<file path="src/design/n2a_pkg.sv">
`timescale 1ns / 1ps
// Shared types and constants for the number-to-ASCII formatter.
// No dependencies; every other design file depends on this package.
package n2a_pkg;

   localparam int VALUE_W    = 32;
   localparam int CHAR_W     = 8;
   localparam int DIGIT_W    = 4;
   localparam int NUM_DIGITS = 10;
   localparam int BCD_W      = NUM_DIGITS * DIGIT_W;
   localparam int CNT_W      = 6;   // holds the bit count of a 32-bit operand
   localparam int NDIG_W     = 4;   // holds the digit count, up to NUM_DIGITS

   localparam logic [CHAR_W-1:0] CHAR_ZERO  = 8'h30;
   localparam logic [CHAR_W-1:0] CHAR_MINUS = 8'h2D;

   typedef enum logic [2:0] {
      MODE_S16 = 3'd0,
      MODE_U16 = 3'd1,
      MODE_S32 = 3'd2,
      MODE_U32 = 3'd3,
      MODE_HEX = 3'd4,
      MODE_CHR = 3'd5
   } n2a_mode_type;

   typedef enum logic [1:0] {
      ST_IDLE,
      ST_CONV,
      ST_EMIT
   } n2a_state_type;

   // Load command for the character serializer.
   typedef struct packed {
      logic [BCD_W-1:0]  digits;    // most significant digit in the top nibble
      logic [NDIG_W-1:0] ndig;      // digits to send out
      logic              skip;      // drop leading zero digits
      logic              pfx_en;    // send pfx_char before the digits
      logic [CHAR_W-1:0] pfx_char;
   } n2a_ser_cmd_type;

   typedef struct packed {
      logic busy;
      logic done;
   } n2a_conv_sts_type;

   typedef struct packed {
      logic busy;
   } n2a_ser_sts_type;

endpackage

</file>
<file path="src/design/n2a_if.sv">
`timescale 1ns / 1ps
// Valid/ready channel interfaces for requests and result characters.
// Depends on n2a_pkg for field widths.
interface n2a_req_if;
   logic                         valid;
   logic                         ready;
   logic [2:0]                   mode;
   logic [n2a_pkg::VALUE_W-1:0]  value;

   modport source (output valid, output mode, output value, input ready);
   modport sink   (input valid, input mode, input value, output ready);
endinterface

interface n2a_rsp_if;
   logic                         valid;
   logic                         ready;
   logic [n2a_pkg::CHAR_W-1:0]   ascii_char;
   logic                         last_char;

   modport source (output valid, output ascii_char, output last_char, input ready);
   modport sink   (input valid, input ascii_char, input last_char, output ready);
endinterface

</file>
<file path="src/design/n2a_bin2bcd.sv">
`timescale 1ns / 1ps
// Bit-serial binary to BCD converter (shift and add three), one bit per cycle.
// Depends on n2a_pkg.
module n2a_bin2bcd (
   input  logic                          clock,
   input  logic                          reset,
   input  logic                          load,
   input  logic [n2a_pkg::VALUE_W-1:0]   bits_in,   // operand, left aligned
   input  logic [n2a_pkg::CNT_W-1:0]     nbits,
   output n2a_pkg::n2a_conv_sts_type     sts,
   output logic [n2a_pkg::BCD_W-1:0]     bcd
);
   import n2a_pkg::*;

   logic [VALUE_W-1:0] bin_ff, bin_in;
   logic [BCD_W-1:0]   bcd_ff, bcd_in, adj;
   logic [CNT_W-1:0]   cnt_ff, cnt_in;
   logic               busy_ff, busy_in;
   logic               done_ff, done_in;

   // Add three to every digit of five or more, then shift one bit in.
   always_comb begin
      for (int i = 0; i < NUM_DIGITS; i++) begin
         if (bcd_ff[i*DIGIT_W +: DIGIT_W] >= 4'd5) begin
            adj[i*DIGIT_W +: DIGIT_W] = bcd_ff[i*DIGIT_W +: DIGIT_W] + 4'd3;
         end else begin
            adj[i*DIGIT_W +: DIGIT_W] = bcd_ff[i*DIGIT_W +: DIGIT_W];
         end
      end
   end

   always_comb begin
      bin_in  = bin_ff;
      bcd_in  = bcd_ff;
      cnt_in  = cnt_ff;
      busy_in = busy_ff;
      done_in = 1'b0;
      if (load) begin
         bin_in  = bits_in;
         bcd_in  = '0;
         cnt_in  = nbits;
         busy_in = 1'b1;
      end else if (busy_ff) begin
         bin_in  = {bin_ff[VALUE_W-2:0], 1'b0};
         bcd_in  = {adj[BCD_W-2:0], bin_ff[VALUE_W-1]};
         cnt_in  = cnt_ff - 1'b1;
         if (cnt_ff == CNT_W'(1)) begin
            busy_in = 1'b0;
            done_in = 1'b1;
         end
      end
   end

   always_ff @(posedge clock) begin
      bin_ff <= bin_in;
      bcd_ff <= bcd_in;
      cnt_ff <= cnt_in;
      if (reset) begin
         busy_ff <= 1'b0;
         done_ff <= 1'b0;
      end else begin
         busy_ff <= busy_in;
         done_ff <= done_in;
      end
   end

   assign sts.busy = busy_ff;
   assign sts.done = done_ff;
   assign bcd      = bcd_ff;

endmodule

</file>
<file path="src/design/n2a_char_ser.sv">
`timescale 1ns / 1ps
// Character serializer: shifts one digit per cycle into a free output register.
// Depends on n2a_pkg and n2a_rsp_if.
module n2a_char_ser (
   input  logic                      clock,
   input  logic                      reset,
   input  logic                      load,
   input  n2a_pkg::n2a_ser_cmd_type  cmd,
   output n2a_pkg::n2a_ser_sts_type  sts,
   n2a_rsp_if.source                 rsp_ch
);
   import n2a_pkg::*;

   localparam logic [CHAR_W-1:0] CHAR_UPPER_A = 8'h41;

   function automatic logic [CHAR_W-1:0] digit_char(input logic [DIGIT_W-1:0] d);
      logic [CHAR_W-1:0] wide;
      wide = {{(CHAR_W-DIGIT_W){1'b0}}, d};
      if (d < 4'd10) begin
         digit_char = CHAR_ZERO + wide;
      end else begin
         digit_char = CHAR_UPPER_A + wide - 8'd10;
      end
   endfunction

   logic [BCD_W-1:0]   digits_ff, digits_in;
   logic [NDIG_W-1:0]  ndig_ff, ndig_in;
   logic               skip_ff, skip_in;
   logic               pfx_ff, pfx_in;
   logic [CHAR_W-1:0]  pfx_char_ff, pfx_char_in;
   logic               busy_ff, busy_in;
   logic               out_valid_ff, out_valid_in;
   logic [CHAR_W-1:0]  out_char_ff, out_char_in;
   logic               out_last_ff, out_last_in;
   logic [DIGIT_W-1:0] top_digit;
   logic               out_free;

   assign top_digit = digits_ff[BCD_W-1 -: DIGIT_W];
   assign out_free  = !out_valid_ff || rsp_ch.ready;

   always_comb begin
      digits_in    = digits_ff;
      ndig_in      = ndig_ff;
      skip_in      = skip_ff;
      pfx_in       = pfx_ff;
      pfx_char_in  = pfx_char_ff;
      busy_in      = busy_ff;
      out_valid_in = out_valid_ff && !rsp_ch.ready;
      out_char_in  = out_char_ff;
      out_last_in  = out_last_ff;
      if (load) begin
         digits_in   = cmd.digits;
         ndig_in     = cmd.ndig;
         skip_in     = cmd.skip;
         pfx_in      = cmd.pfx_en;
         pfx_char_in = cmd.pfx_char;
         busy_in     = 1'b1;
      end else if (busy_ff) begin
         if (pfx_ff) begin
            if (out_free) begin
               out_valid_in = 1'b1;
               out_char_in  = pfx_char_ff;
               out_last_in  = (ndig_ff == '0);
               pfx_in       = 1'b0;
               busy_in      = (ndig_ff != '0);
            end
         end else if (skip_ff && top_digit == '0 && ndig_ff > NDIG_W'(1)) begin
            // drop a leading zero, keep at least one digit
            digits_in = {digits_ff[BCD_W-DIGIT_W-1:0], {DIGIT_W{1'b0}}};
            ndig_in   = ndig_ff - 1'b1;
         end else if (out_free) begin
            out_valid_in = 1'b1;
            out_char_in  = digit_char(top_digit);
            out_last_in  = (ndig_ff == NDIG_W'(1));
            digits_in    = {digits_ff[BCD_W-DIGIT_W-1:0], {DIGIT_W{1'b0}}};
            ndig_in      = ndig_ff - 1'b1;
            skip_in      = 1'b0;
            busy_in      = (ndig_ff != NDIG_W'(1));
         end
      end
   end

   always_ff @(posedge clock) begin
      digits_ff   <= digits_in;
      ndig_ff     <= ndig_in;
      skip_ff     <= skip_in;
      pfx_char_ff <= pfx_char_in;
      out_char_ff <= out_char_in;
      out_last_ff <= out_last_in;
      if (reset) begin
         pfx_ff       <= 1'b0;
         busy_ff      <= 1'b0;
         out_valid_ff <= 1'b0;
      end else begin
         pfx_ff       <= pfx_in;
         busy_ff      <= busy_in;
         out_valid_ff <= out_valid_in;
      end
   end

   assign sts.busy          = busy_ff;
   assign rsp_ch.valid      = out_valid_ff;
   assign rsp_ch.ascii_char = out_char_ff;
   assign rsp_ch.last_char  = out_last_ff;

endmodule

</file>
<file path="src/design/number_to_ascii_formatter_core.sv">
`timescale 1ns / 1ps
// Flow: a decimal request loads the bit-serial BCD converter (one operand bit per cycle);
// its digits then go to the serializer. Hex and char requests go to the serializer at once.
// Characters leave at one per cycle while the output register is free; dropped leading
// zeros hold them back. One request is in flight at a time: the next request transfer
// comes only after the final character enters the output register and the core is idle.
// Reset: synchronous, active high; clears the control state only.
module number_to_ascii_formatter_core (
   input  logic      clock,
   input  logic      reset,
   n2a_req_if.sink   req_ch,
   n2a_rsp_if.source rsp_ch
);
   import n2a_pkg::*;

   n2a_state_type    state_ff, state_in;
   logic             neg_ff, neg_in;
   logic             wide_ff, wide_in;

   logic             accept;
   logic             mode_ok;
   logic             is_dec;
   logic             dec_neg;
   logic             dec_wide;
   logic [VALUE_W-1:0] mag;
   n2a_ser_cmd_type  direct_cmd;
   n2a_ser_cmd_type  dec_cmd;
   n2a_ser_cmd_type  ser_cmd;
   logic             conv_load;
   logic             ser_load;
   logic [VALUE_W-1:0] conv_bits;
   logic [CNT_W-1:0] conv_nbits;
   n2a_conv_sts_type conv_sts;
   n2a_ser_sts_type  ser_sts;
   logic [BCD_W-1:0] bcd;

   assign accept = req_ch.valid && req_ch.ready;

   // Decode the mode: take the magnitude for decimal modes, build the command for the
   // modes that need no conversion.
   always_comb begin
      mode_ok    = 1'b1;
      is_dec     = 1'b0;
      dec_neg    = 1'b0;
      dec_wide   = 1'b0;
      mag        = req_ch.value;
      direct_cmd = '0;
      unique case (req_ch.mode)
         MODE_S16: begin
            is_dec  = 1'b1;
            dec_neg = req_ch.value[15];
            mag     = {16'b0, req_ch.value[15] ? (16'b0 - req_ch.value[15:0])
                                               : req_ch.value[15:0]};
         end
         MODE_U16: begin
            is_dec = 1'b1;
            mag    = {16'b0, req_ch.value[15:0]};
         end
         MODE_S32: begin
            is_dec   = 1'b1;
            dec_wide = 1'b1;
            dec_neg  = req_ch.value[VALUE_W-1];
            mag      = req_ch.value[VALUE_W-1] ? ('0 - req_ch.value) : req_ch.value;
         end
         MODE_U32: begin
            is_dec   = 1'b1;
            dec_wide = 1'b1;
         end
         MODE_HEX: begin
            direct_cmd.digits = {req_ch.value[15:0], {(BCD_W-16){1'b0}}};
            direct_cmd.ndig   = NDIG_W'(4);
         end
         MODE_CHR: begin
            direct_cmd.pfx_en   = 1'b1;
            direct_cmd.pfx_char = req_ch.value[CHAR_W-1:0];
         end
         default: begin
            // unused mode codes: drop the request
            mode_ok = 1'b0;
         end
      endcase
   end

   // Left align the operand so the converter always shifts from the top bit.
   assign conv_bits  = dec_wide ? mag : {mag[15:0], 16'b0};
   assign conv_nbits = dec_wide ? CNT_W'(32) : CNT_W'(16);

   always_comb begin
      dec_cmd          = '0;
      dec_cmd.digits   = wide_ff ? bcd : {bcd[19:0], {(BCD_W-20){1'b0}}};
      dec_cmd.ndig     = wide_ff ? NDIG_W'(NUM_DIGITS) : NDIG_W'(5);
      dec_cmd.skip     = 1'b1;
      dec_cmd.pfx_en   = neg_ff;
      dec_cmd.pfx_char = CHAR_MINUS;
   end

   // Next state
   always_comb begin
      state_in = state_ff;
      unique case (state_ff)
         ST_IDLE: begin
            if (accept && mode_ok) begin
               state_in = is_dec ? ST_CONV : ST_EMIT;
            end
         end
         ST_CONV: begin
            if (conv_sts.done) begin
               state_in = ST_EMIT;
            end
         end
         ST_EMIT: begin
            if (!ser_sts.busy) begin
               state_in = ST_IDLE;
            end
         end
         default: state_in = ST_IDLE;
      endcase
   end

   // Outputs of the controller
   always_comb begin
      req_ch.ready = 1'b0;
      conv_load    = 1'b0;
      ser_load     = 1'b0;
      ser_cmd      = direct_cmd;
      unique case (state_ff)
         ST_IDLE: begin
            req_ch.ready = 1'b1;
            conv_load    = accept && mode_ok && is_dec;
            ser_load     = accept && mode_ok && !is_dec;
         end
         ST_CONV: begin
            ser_load = conv_sts.done;
            ser_cmd  = dec_cmd;
         end
         ST_EMIT: begin
            ser_load = 1'b0;
         end
         default: begin
            req_ch.ready = 1'b0;
         end
      endcase
   end

   // Hold sign and width of the request until the digits are ready.
   assign neg_in  = conv_load ? dec_neg : neg_ff;
   assign wide_in = conv_load ? dec_wide : wide_ff;

   always_ff @(posedge clock) begin
      neg_ff  <= neg_in;
      wide_ff <= wide_in;
      if (reset) begin
         state_ff <= ST_IDLE;
      end else begin
         state_ff <= state_in;
      end
   end

   n2a_bin2bcd u_bin2bcd (
      .clock   (clock),
      .reset   (reset),
      .load    (conv_load),
      .bits_in (conv_bits),
      .nbits   (conv_nbits),
      .sts     (conv_sts),
      .bcd     (bcd)
   );

   n2a_char_ser u_char_ser (
      .clock  (clock),
      .reset  (reset),
      .load   (ser_load),
      .cmd    (ser_cmd),
      .sts    (ser_sts),
      .rsp_ch (rsp_ch)
   );

`ifndef SYNTHESIS
   a_done_in_conv: assert property (@(posedge clock) disable iff (reset)
      conv_sts.done |-> state_ff == ST_CONV)
      else $error("converter finished outside conversion");
   a_ser_busy_in_emit: assert property (@(posedge clock) disable iff (reset)
      ser_sts.busy |-> state_ff == ST_EMIT)
      else $error("serializer busy outside emit state");
   a_run_not_ended: assert property (@(posedge clock) disable iff (reset)
      (rsp_ch.valid && !rsp_ch.last_char) |-> ser_sts.busy)
      else $error("run ended without a last character");
`endif

endmodule
</file>
<file path="src/flat_wrapper.sv">
// flat-port wrapper written by rule: the top's interface ports become plain ports
module number_to_ascii_formatter_core_flat import n2a_pkg::*;
  (clock, reset, req_ch_valid, req_ch_mode, req_ch_value, req_ch_ready, rsp_ch_valid, rsp_ch_ascii_char, rsp_ch_last_char, rsp_ch_ready);
  n2a_req_if req_ch_i ();
  n2a_rsp_if rsp_ch_i ();
  input  logic clock;
  input  logic reset;
  input wire logic [$bits(req_ch_i.valid)-1:0] req_ch_valid;
  input wire logic [$bits(req_ch_i.mode)-1:0] req_ch_mode;
  input wire logic [$bits(req_ch_i.value)-1:0] req_ch_value;
  output wire logic [$bits(req_ch_i.ready)-1:0] req_ch_ready;
  output wire logic [$bits(rsp_ch_i.valid)-1:0] rsp_ch_valid;
  output wire logic [$bits(rsp_ch_i.ascii_char)-1:0] rsp_ch_ascii_char;
  output wire logic [$bits(rsp_ch_i.last_char)-1:0] rsp_ch_last_char;
  input wire logic [$bits(rsp_ch_i.ready)-1:0] rsp_ch_ready;
  assign req_ch_i.valid = req_ch_valid;
  assign req_ch_i.mode = req_ch_mode;
  assign req_ch_i.value = req_ch_value;
  assign req_ch_ready = req_ch_i.ready;
  assign rsp_ch_valid = rsp_ch_i.valid;
  assign rsp_ch_ascii_char = rsp_ch_i.ascii_char;
  assign rsp_ch_last_char = rsp_ch_i.last_char;
  assign rsp_ch_i.ready = rsp_ch_ready;
  number_to_ascii_formatter_core u_core (.clock(clock), .reset(reset), .req_ch(req_ch_i), .rsp_ch(rsp_ch_i));
endmodule
</file>
<file path="config.mk">
export PLATFORM = sky130hd
export DESIGN_NAME = number_to_ascii_formatter_core_flat
export DESIGN_NICKNAME = d
export VERILOG_FILES = /design/src/design/n2a_pkg.sv /design/src/design/n2a_if.sv /design/src/design/n2a_bin2bcd.sv /design/src/design/n2a_char_ser.sv /design/src/design/number_to_ascii_formatter_core.sv /design/src/flat_wrapper.sv
export SDC_FILE = /design/constraint.sdc
export NUM_CORES = 1
export LEC_CHECK = 0
export BUFFER_PORTS_ARGS = -buffer_cell sky130_fd_sc_hd__buf_2
export CAP_MARGIN = 10
export CORE_UTILIZATION = 40
export CTS_CLUSTER_DIAMETER = 30
export DETAILED_ROUTE_END_ITERATION = 10
export SLEW_MARGIN = 10
export SYNTH_ARGS = -nofsm -noshare
export SYNTH_HDL_FRONTEND = slang
export SYNTH_SLANG_ARGS = --single-unit
</file>
<file path="constraint.sdc">
create_clock -name clock -period 5.3 [get_ports clock]
set_input_delay 1.59 -clock clock [delete_from_list [all_inputs] [get_ports clock]]
set_output_delay 1.59 -clock clock [all_outputs]
set_load 0.01 [all_outputs]
</file>
* Word-level counts from Yosys, hierarchy flattened
Index checks and enable logic that the tools add are counted.
** Storage, ports and cells
- Register bits :: 149
- Bits in latches :: 0
- Memory bits (writable) :: 0
- Memory bits (read-only) :: 0
- Bits of input ports :: 39
- Output and inout port bits :: 11
- Logic and storage cells :: 174
- Memories :: 0
** Cells by class
- $add $sub $neg :: 17
- Multiply operators :: 0
- Div/mod/pow operators :: 0
- $lt $le $gt $ge :: 12
- Eq/ne operators :: 16
- Shifts and indexed selects :: 0
- Mux-type cells :: 79
- Bitwise operators :: 3
- Reductions and logical operators :: 29
** Operators by type and width (number)
- 40-bit two-way mux :: 6
- 32-bit two-way mux :: 4
- 32-bit case mux with 3 select lines :: 1
- 4-bit two-way mux :: 15
- 54-bit two-way mux :: 1
- 44-bit two-way mux :: 1
- 4-bit by 3-bit >= comparator with 1-bit output (second input constant) :: 10
- 8-bit two-way mux :: 5
- 4-bit by 2-bit adder with 4-bit output (second input constant) :: 9
- 1-bit two-way mux :: 33
- 1-bit by 32-bit subtractor with 32-bit output (first input constant) :: 1
- 6-bit two-way mux :: 3
- 16-bit two-way mux :: 1
- 1-bit by 16-bit subtractor with 16-bit output (first input constant) :: 1
- 9-bit two-way mux :: 1
- 7-bit by 4-bit adder with 8-bit output (first input constant) :: 1
- 4-bit logical NOT :: 2
- 2-bit two-way mux :: 4
- 4-bit AND reduction :: 2
- 8-bit by 4-bit subtractor with 8-bit output (second input constant) :: 1
- 6-bit by 4-bit adder with 7-bit output (first input constant) :: 1
- 1-bit logical AND :: 7
- 3-bit by 2-bit == test with 1-bit output (second input constant) :: 2
- 3-bit == test (second input constant) :: 2
- 29 further kinds :: 42

* Longest topological paths before layout
Gate-level depths: netlist of run 1.
- Word-level depth :: 8
- Depth in mapped cells :: 9
- Depth with buffers taken out :: 7

* Cells and area by module
Synthesis of run 1 repeated with hierarchy kept, for this count alone.
** Unflattened totals
- Cell total of the unflattened synthesis :: 865
- Area, all modules :: 8868.5 um^2
** Modules (own cells, without submodules)
- n2a_bin2bcd :: times used 1, cells an instance 417, area an instance 4225.3 um^2, seq. area each 1981.9 um^2
- n2a_char_ser :: times used 1, cells an instance 177, area an instance 2812.7 um^2, seq. area each 1921.8 um^2
- number_to_ascii_formatter_core :: times used 1, cells an instance 271, area an instance 1830.5 um^2, seq. area each 100.1 um^2

* Worst setup path after synthesis of run 1
OpenSTA, ideal clock, no wires.
- Kind :: input to register
- From :: input req_ch_mode[2]
- To :: register u_core.u_bin2bcd.bin_ff[0], enable pin
- Setup time :: 396 ps
- Data arrival time :: 3725 ps
- Data required time :: 4904 ps
- Path slack :: 1179 ps
- Stages on the path :: 6
- Path buffers :: 4
- Cells stage by stage :: clkbuf_1 > or4b_2 > clkbuf_1 > clkbuf_1 > clkbuf_1 > nand2_1
** On the way
- Cells in the longest elaborated chain, start to end :: 7
- Elaborated cells on any way between the ends :: 14
- Classes of those cells :: eq/ne: 5; mux: 3; reduce/logical: 6
** RTL lines
- start: declaration :: line flat_wrapper.sv:9 : input wire logic [$bits(req_ch_i.mode)-1:0] req_ch_mode;
- 3-bit by 2-bit == test with 1-bit output (tied with other cells) :: line number_to_ascii_formatter_core.sv:48 : unique case (req_ch.mode)
- 6-bit OR reduction (no source line)
- 1-bit two-way mux :: line number_to_ascii_formatter_core.sv:48
- 1-bit logical AND :: line number_to_ascii_formatter_core.sv:129 : conv_load = accept && mode_ok && is_dec;
- 1-bit logical AND (*) :: line number_to_ascii_formatter_core.sv:129
- 1-bit two-way mux (*) :: line number_to_ascii_formatter_core.sv:126 : unique case (state_ff)
- 2-bit nonzero test (no source line) (*)
- end signal: assignment :: line n2a_bin2bcd.sv:55 : bin_ff <= bin_in;
- end: declaration :: line n2a_bin2bcd.sv:15 : logic [VALUE_W-1:0] bin_ff, bin_in;
Mark *: on every way between the ends. The rest lies on a longest branch, timed or not.
A chain may end at the register's enable or synchronous reset.

* Worst setup path in the final report of run 1
- From :: input req_ch_value[15]
- To :: register u_core.u_bin2bcd.bin_ff[31] (data pin)
** On the way
- Cells in the longest elaborated chain, start to end :: 5
- Elaborated cells on any way between the ends :: 7
- Classes of those cells :: add/sub: 2; mux: 5
** RTL lines
- start: declaration :: line flat_wrapper.sv:10 : input wire logic [$bits(req_ch_i.value)-1:0] req_ch_value;
- 1-bit by 32-bit subtractor with 32-bit output or 1-bit by 16-bit subtractor with 16-bit output (tied branches) :: line number_to_ascii_formatter_core.sv:63, number_to_ascii_formatter_core.sv:52
- 32-bit two-way mux or 16-bit two-way mux (tied branches) :: line number_to_ascii_formatter_core.sv:63, number_to_ascii_formatter_core.sv:52
- 32-bit case mux with 3 select lines (*) :: line number_to_ascii_formatter_core.sv:48
- 32-bit two-way mux (*) :: line number_to_ascii_formatter_core.sv:85 : assign conv_bits = dec_wide ? mag : {mag[15:0], 16'b0};
- 32-bit two-way mux (*) :: line n2a_bin2bcd.sv:38 : if (load) begin
- via u_core.u_bin2bcd.bin_in[31] :: line n2a_bin2bcd.sv:15
Mark *: on every way through the listed nets, which the timed path passes. The rest lies on a longest branch.

==> out/results.tsv, run 1 <==
metric	value	unit
status	finished, final reports clean	
total power	3150	uW
Detailed Routing Iterations Pass 1	6	
worst hold endpoint	u_core.u_bin2bcd.bcd[39]	
synthesis-stage register bit count	149	
Resized Gates After CTS	0	
HP Start	u_core.u_bin2bcd.bcd[39]	
Reg-to-Reg End	u_core.u_bin2bcd.bin_ff[26]	
RSZ-0062 raised after global routing	false	
R2R setup slack	2.71	ns
asr flop ratio synth	0	%
PortBufs	49	
Initial DRC Count	639	
vias per cell	5.60	
XOR/XNOR Fraction of Synth Area	3.89	%
IR Drop Worst-Case VDD	0.000158	V
antenna viol nets, final	0	
Top FF cell, synth	edfxtp_1	
Remaining DRCs	0	
fin crit share	67.8	%
cts hold-fix bufs	0	
n_diodes	0	
Seq/Total Area, Yosys	48.0	%
total core area	20300	sq um
Pwr Density	337	nW/um^2
Relative slew margins	47.5	%
vias in the first global route	5868	
cells after synthesis	854	
switching pwr	907	uW
leakage	0.00344	uW
FF-to-FF path depth	6	
Area Overhead vs Synth	12.1	%
H-tree Lvls	4	
switching share of power	28.8	%
Post-synth EDFFs	102	
Worst-Skew Late Latency	0.43	ns
proportion of synthesized area in mux cells	6.04	%
Final Setup Violations	0	
Synth Area in Simple Gates	16.7	%
Synth cell types	61	
power share of the combinational group	16.2	%
Setup Skew	0.0102	ns
TNS Setup	0	ns
Mapped Area	8330	sq um
Post-Synth Adder-Cell Area	4.35	%
max-slew violations	0	
Clock Path Buffers	2	
routability cong.	0.821	
clock power share	36.9	%
Int Pwr	2240	uW
DIE AREA	21400	sq um
largest net degree at the start of global routing	62	
io pins	50	
clock root cell	clkbuf_16	
die height	146	um
GR Overflow Total	0	
Final Hold Violating Endpoints	0	
type of the worst setup path	input port to register	
final wirelength	20.9	mm
Critical Path End Type	register	
postcts setup bufs	0	
Starting Density	41.1	%
Req. time, crit path	5.56	ns
Ys Warns	0	
Syn Nets	922	
All-Layer GR Usage	19.9	%
Critical R2R Launch	u_core.state_ff[0]	
sequential power share	46.9	%
Clock Pin Slew Worst Setup and Hold Paths	0.06	ns
area fraction in compound gates after synthesis	16.4	%
total number of vias	6504	
Period minus WS final	3.59	ns
Avg Cell Area, Syn	9.76	sq um
post-DP HPWL	14.2	mm
hold-critical path depth	2	
initial antenna violation count	0	
row count	52	
combinational family with the most area after synthesis	simple AND/OR/NAND/NOR gates	
nets	947	
first-pass GRT wire length	33.1	mm
Worst Path Arrival	3.85	ns
Fmax	278	MHz
Die W	146	um
TritonCTS clock tree	yes	
Routed wire per std cell	18.0	um
# clock sinks	149	
Critical Path Start Type	input port	
CTS Buf Count	17	
layout cells sized above 1	12.3	%
maximum fanout along the worst path	11	
Worst Hold Class	register to register	
Worst Tran Pin Value	0.787	ns
Max-Cap Viols	0	
==> metrics by stage <==
step	util [%]	instances	cell area [sq um]	hold WS, ns	worst slack (ns)
floorplan	-	854	8330	0.444	1.18
global placement	43.3	1130	8780	0.466	1.24
detailed placement	43.3	1130	8780	0.475	1.29
CTS	46.0	1162	9350	0.484	1.73
global route	46.0	1162	9350	0.490	1.65
finish	46.0	1162	9350	0.477	1.71
==> cells in the mapped netlist, types with 13 or more instances <==
library cell,n,area [sq um]
inv_1,42,158
nor2_1,70,263
mux2i_1,48,480
edfxtp_1,102,3060
nand2b_1,15,93.8
nand2_1,80,300
a211oi_1,13,97.6
o21ai_0,67,335
ha_1,29,363
a22o_1,14,123
nor3_1,27,135
dfxtp_1,47,941
clkbuf_1,43,161
nand3_1,19,95.1
a21oi_1,57,285
xnor2_1,31,272
==> cells by family (layout without fill, tap and decap cells) <==
logic type / count (synthesis) / after routing
compound gates: 212 / 212
xor+xnor: 37 / 37
fa+ha+maj: 29 / 29
buf+inv: 96 / 134
flops: 149 / 149
mux: 50 / 50
simple gates: 281 / 281
==> worst max-delay path: stages <==
cell and delay, ns:
buf_2 0.15, nor4_1 0.56, or4b_4 0.65, o41ai_1 0.48
o2111ai_1 0.24, o211ai_1 0.18
==> registers in the layout, indices dropped and copies added (netlist names), 2 cells and up <==
name / cells
u_core.state_ff: 2
u_core.u_bin2bcd.bcd: 40
u_core.u_bin2bcd.bin_ff: 32
u_core.u_char_ser.pfx_char_ff: 8
u_core.u_char_ser.ndig_ff: 4
u_core.u_char_ser.rsp_ch.ascii_char: 8
u_core.u_char_ser.digits_ff: 40
u_core.u_bin2bcd.cnt_ff: 6
==> per-layer routing <==
layer  routed length [um]  GRT usage (%)  part of all wire (%)
met3                 1110           3.94                   5.3
met1                 9810           28.2                    47
met5                    0              0                     0
met2                 9680           30.9                    46
met4                  262           5.73                   1.3
==> worst max-delay path by stage <==
stage	startpoint	end	slack [ns]	cells after the start
global placement	req_ch_value[7]	u_core.u_bin2bcd.bin_ff[31]	1.24	6
global route	req_ch_value[15]	u_core.u_bin2bcd.bin_ff[31]	1.65	6
detailed placement	req_ch_value[15]	u_core.u_bin2bcd.bin_ff[31]	1.29	6
finish	req_ch_value[15]	u_core.u_bin2bcd.bin_ff[31]	1.71	6
floorplan	req_ch_mode[2]	u_core.u_bin2bcd.bin_ff[0]	1.18	6
CTS	req_ch_value[15]	u_core.u_bin2bcd.bin_ff[31]	1.73	6
==> cell type report <==
cell class	count	area (sq um)
timing repair buffer	60	328
tap	270	338
sequential	149	4010
clock inverter	14	125
clock buffer	18	439
multi-input combinational	609	3950
inverter	42	158
fill	1924	11000
==> power by group through the flow <==
stage	combinational [uW]	clock, uW	sequential, uW
5_1_grt	577	1230	1490
6_report	510	1160	1480
3_5_place_dp	510	0	1500
3_3_place_gp	500	0	1500
2_1_floorplan	382	0	1460
4_1_cts	513	1180	1480
==> placed cells by master, fill, tap and decap left out, drive strengths merged, types with 18 or more instances in the layout <==
cell,instances
mux2i,48
edfxtp,102
nor2,70
dfxtp,47
ha,29
xnor2,31
clkbuf,18
buf,60
inv,46
nand3,19
nand2,80
o21ai,69
a21oi,57
nor3,27
Power figures use the tool's default switching activity.
==> inputs of run 2 (changes only) <==
==> constraint.sdc (replaced) <==
create_clock -name clock -period 3.4 [get_ports clock]
set_input_delay 1.02 -clock clock [delete_from_list [all_inputs] [get_ports clock]]
set_output_delay 1.02 -clock clock [all_outputs]
set_load 0.01 [all_outputs]
==> out/results.tsv, run 2 (synthesized netlist as in run 1, its figures left out) <==
metric	value	unit	change
status	finished, final reports clean		
top sig layer	met4		
n_diodes	0		unchanged
Final Hold Violating Endpoints	0		unchanged
Clock Pin Slew Worst Setup and Hold Paths	0.07	ns	about the same
Initial DRC Count	489		-23%
commonest non-fill, non-tap cells in the layout	edfxtp_1, nand2_1, nor2_1, o21ai_0, a21oi_1		
vias per cell	5.63		+0.65%
WL met2	9.92	mm	+2.5%
layout cells sized above 1	14.3	%	+2.0 points
Area Overhead vs Synth	15.0	%	
IR Drop Worst-Case VDD	0.000271	V	+72%
Area after DPL	8970	sq um	+2.1%
DIE AREA	21400	sq um	unchanged
Starting Density	41.1	%	unchanged
Setup Skew	0.00852	ns	-0.00171 ns
post-DP HPWL	14.7	mm	+3.0%
io pins	50		unchanged
nets	965		+1.9%
row count	52		unchanged
Relative slew margins	55.6	%	+8.1 points
met3 routed wirelength	1.12	mm	+0.72%
Max-Cap Viols	0		unchanged
post-route cell area	9580	sq um	+2.5%
# clock sinks	149		unchanged
total number of vias	6648		+2.2%
commonest non-fill, non-tap cell in the layout	edfxtp_1		
max-slew violations	0		unchanged
All-Layer GR Usage	20.3	%	+0.40 points
Routed wire per std cell	17.9	um	-0.52%
die height	146	um	unchanged
final wirelength	21.1	mm	+1.0%
TritonCTS clock tree	yes		
RSZ-0062 raised after global routing	false		
Worst-Skew Late Latency	0.43	ns	about the same
Final Setup Violations	0		unchanged
cts hold-fix bufs	0		unchanged
Remaining DRCs	0		unchanged
Worst Hold Class	register to register		
Pwr Density	530	nW/um^2	+57%
vias in the first global route	6213		+5.9%
Period minus WS final	2.88	ns	
post-route setup slack	0.518	ns	-1.19 ns
routability cong.	0.859		+4.6%
Resized Gates After CTS	0		unchanged
Fmax	347	MHz	
Die W	146	um	unchanged
H-tree Lvls	4		unchanged
CTS Buf Count	17		unchanged
Critical Path Start Type	input port		
worst slack, placed	0.0972	ns	-1.19 ns
Req. time, crit path	3.58	ns	-1.98 ns
Worst Tran Pin Value	0.666	ns	-0.122 ns
Detailed Routing Iterations Pass 1	6		unchanged
PortBufs	49		unchanged
antenna viol nets, final	0		unchanged
Clock Path Buffers	2		unchanged
maximum fanout along the worst path	6		-5
leakage	0.00357	uW	+3.8%
GR Overflow Total	0		unchanged
Metal-1 WL	9.66	mm	-1.5%
postcts setup bufs	0		unchanged
Critical Path End Type	register		
total core area	20300	sq um	unchanged
initial antenna violation count	0		unchanged
first-pass GRT wire length	34.1	mm	+3.1%
fin crit share	84.8	%	
TNS Setup	0	ns	unchanged
number of fill cells	1915		-0.47%
largest net degree at the start of global routing	57		-8.1%
clock root cell	clkbuf_16		
type of the worst setup path	input port to register		
Worst Path Arrival	3.06	ns	-0.79 ns
[run 2: changes by cell type in the layout (fill, tap and decap cells not counted), moves of 2 or more]
cell	before	now
clkinv_2	3	0
clkinvlp_4	4	2
inv_8	1	3
buf_4	11	25
buf_12	0	4
inv_6	3	5
[run 2: critical path, cell delays in order]
cell and delay (ns):
buf_2 0.14, inv_1 0.11, ha_1 0.18, or4b_1 0.46
or2_1 0.37, o41ai_2 0.38, xnor2_1 0.10, a221o_1 0.29
[run 2: cell type report]
cell class                 count  area [sq um]  share of cell area, %
tap                          270           338                   3.53
timing repair buffer          78           513                   5.35
clock buffer                  17           425                   4.44
clock inverter                15           186                   1.95
sequential                   149          4010                   41.8
multi-input combinational    609          3960                   41.3
inverter                      42           158                   1.65
[run 2: layer usage]
layer	track usage (%)	vias to the layer above
li1	-	3205
met1	27.9	3191
met2	32.7	217
met3	3.31	35
met4	6.46	0
met5	0	-
[run 2: worst paths after layout]
check	cells past startpoint	slack, ns	endpoint	from
setup / recovery	8	0.52	u_core.u_bin2bcd.bin_ff[24]	req_ch_value[0]
hold / removal	2	0.47	u_core.u_bin2bcd.bcd[39]	u_core.u_bin2bcd.bcd[39]
setup reg to reg	7	1.09	u_core.u_bin2bcd.bin_ff[28]	u_core.state_ff[0]
hold reg to reg	2	0.47	u_core.u_bin2bcd.bcd[39]	u_core.u_bin2bcd.bcd[39]
[run 2: metrics by stage]
stage	util (%)	hold slack [ns]	instances	total power, uW
2_1_floorplan	-	0.444	854	2870
4_1_cts	47.2	0.476	1180	5120
3_5_place_dp	44.2	0.468	1148	3160
5_1_grt	47.2	0.506	1180	5310
3_3_place_gp	44.2	0.465	1148	3140
6_report	47.2	0.473	1180	5080
[run 2: report_power, final]
group          switching (uW)  internal (uW)
Sequential                155           2140
Clock                     845           1120
Combinational             479            346
Total                    1480           3600
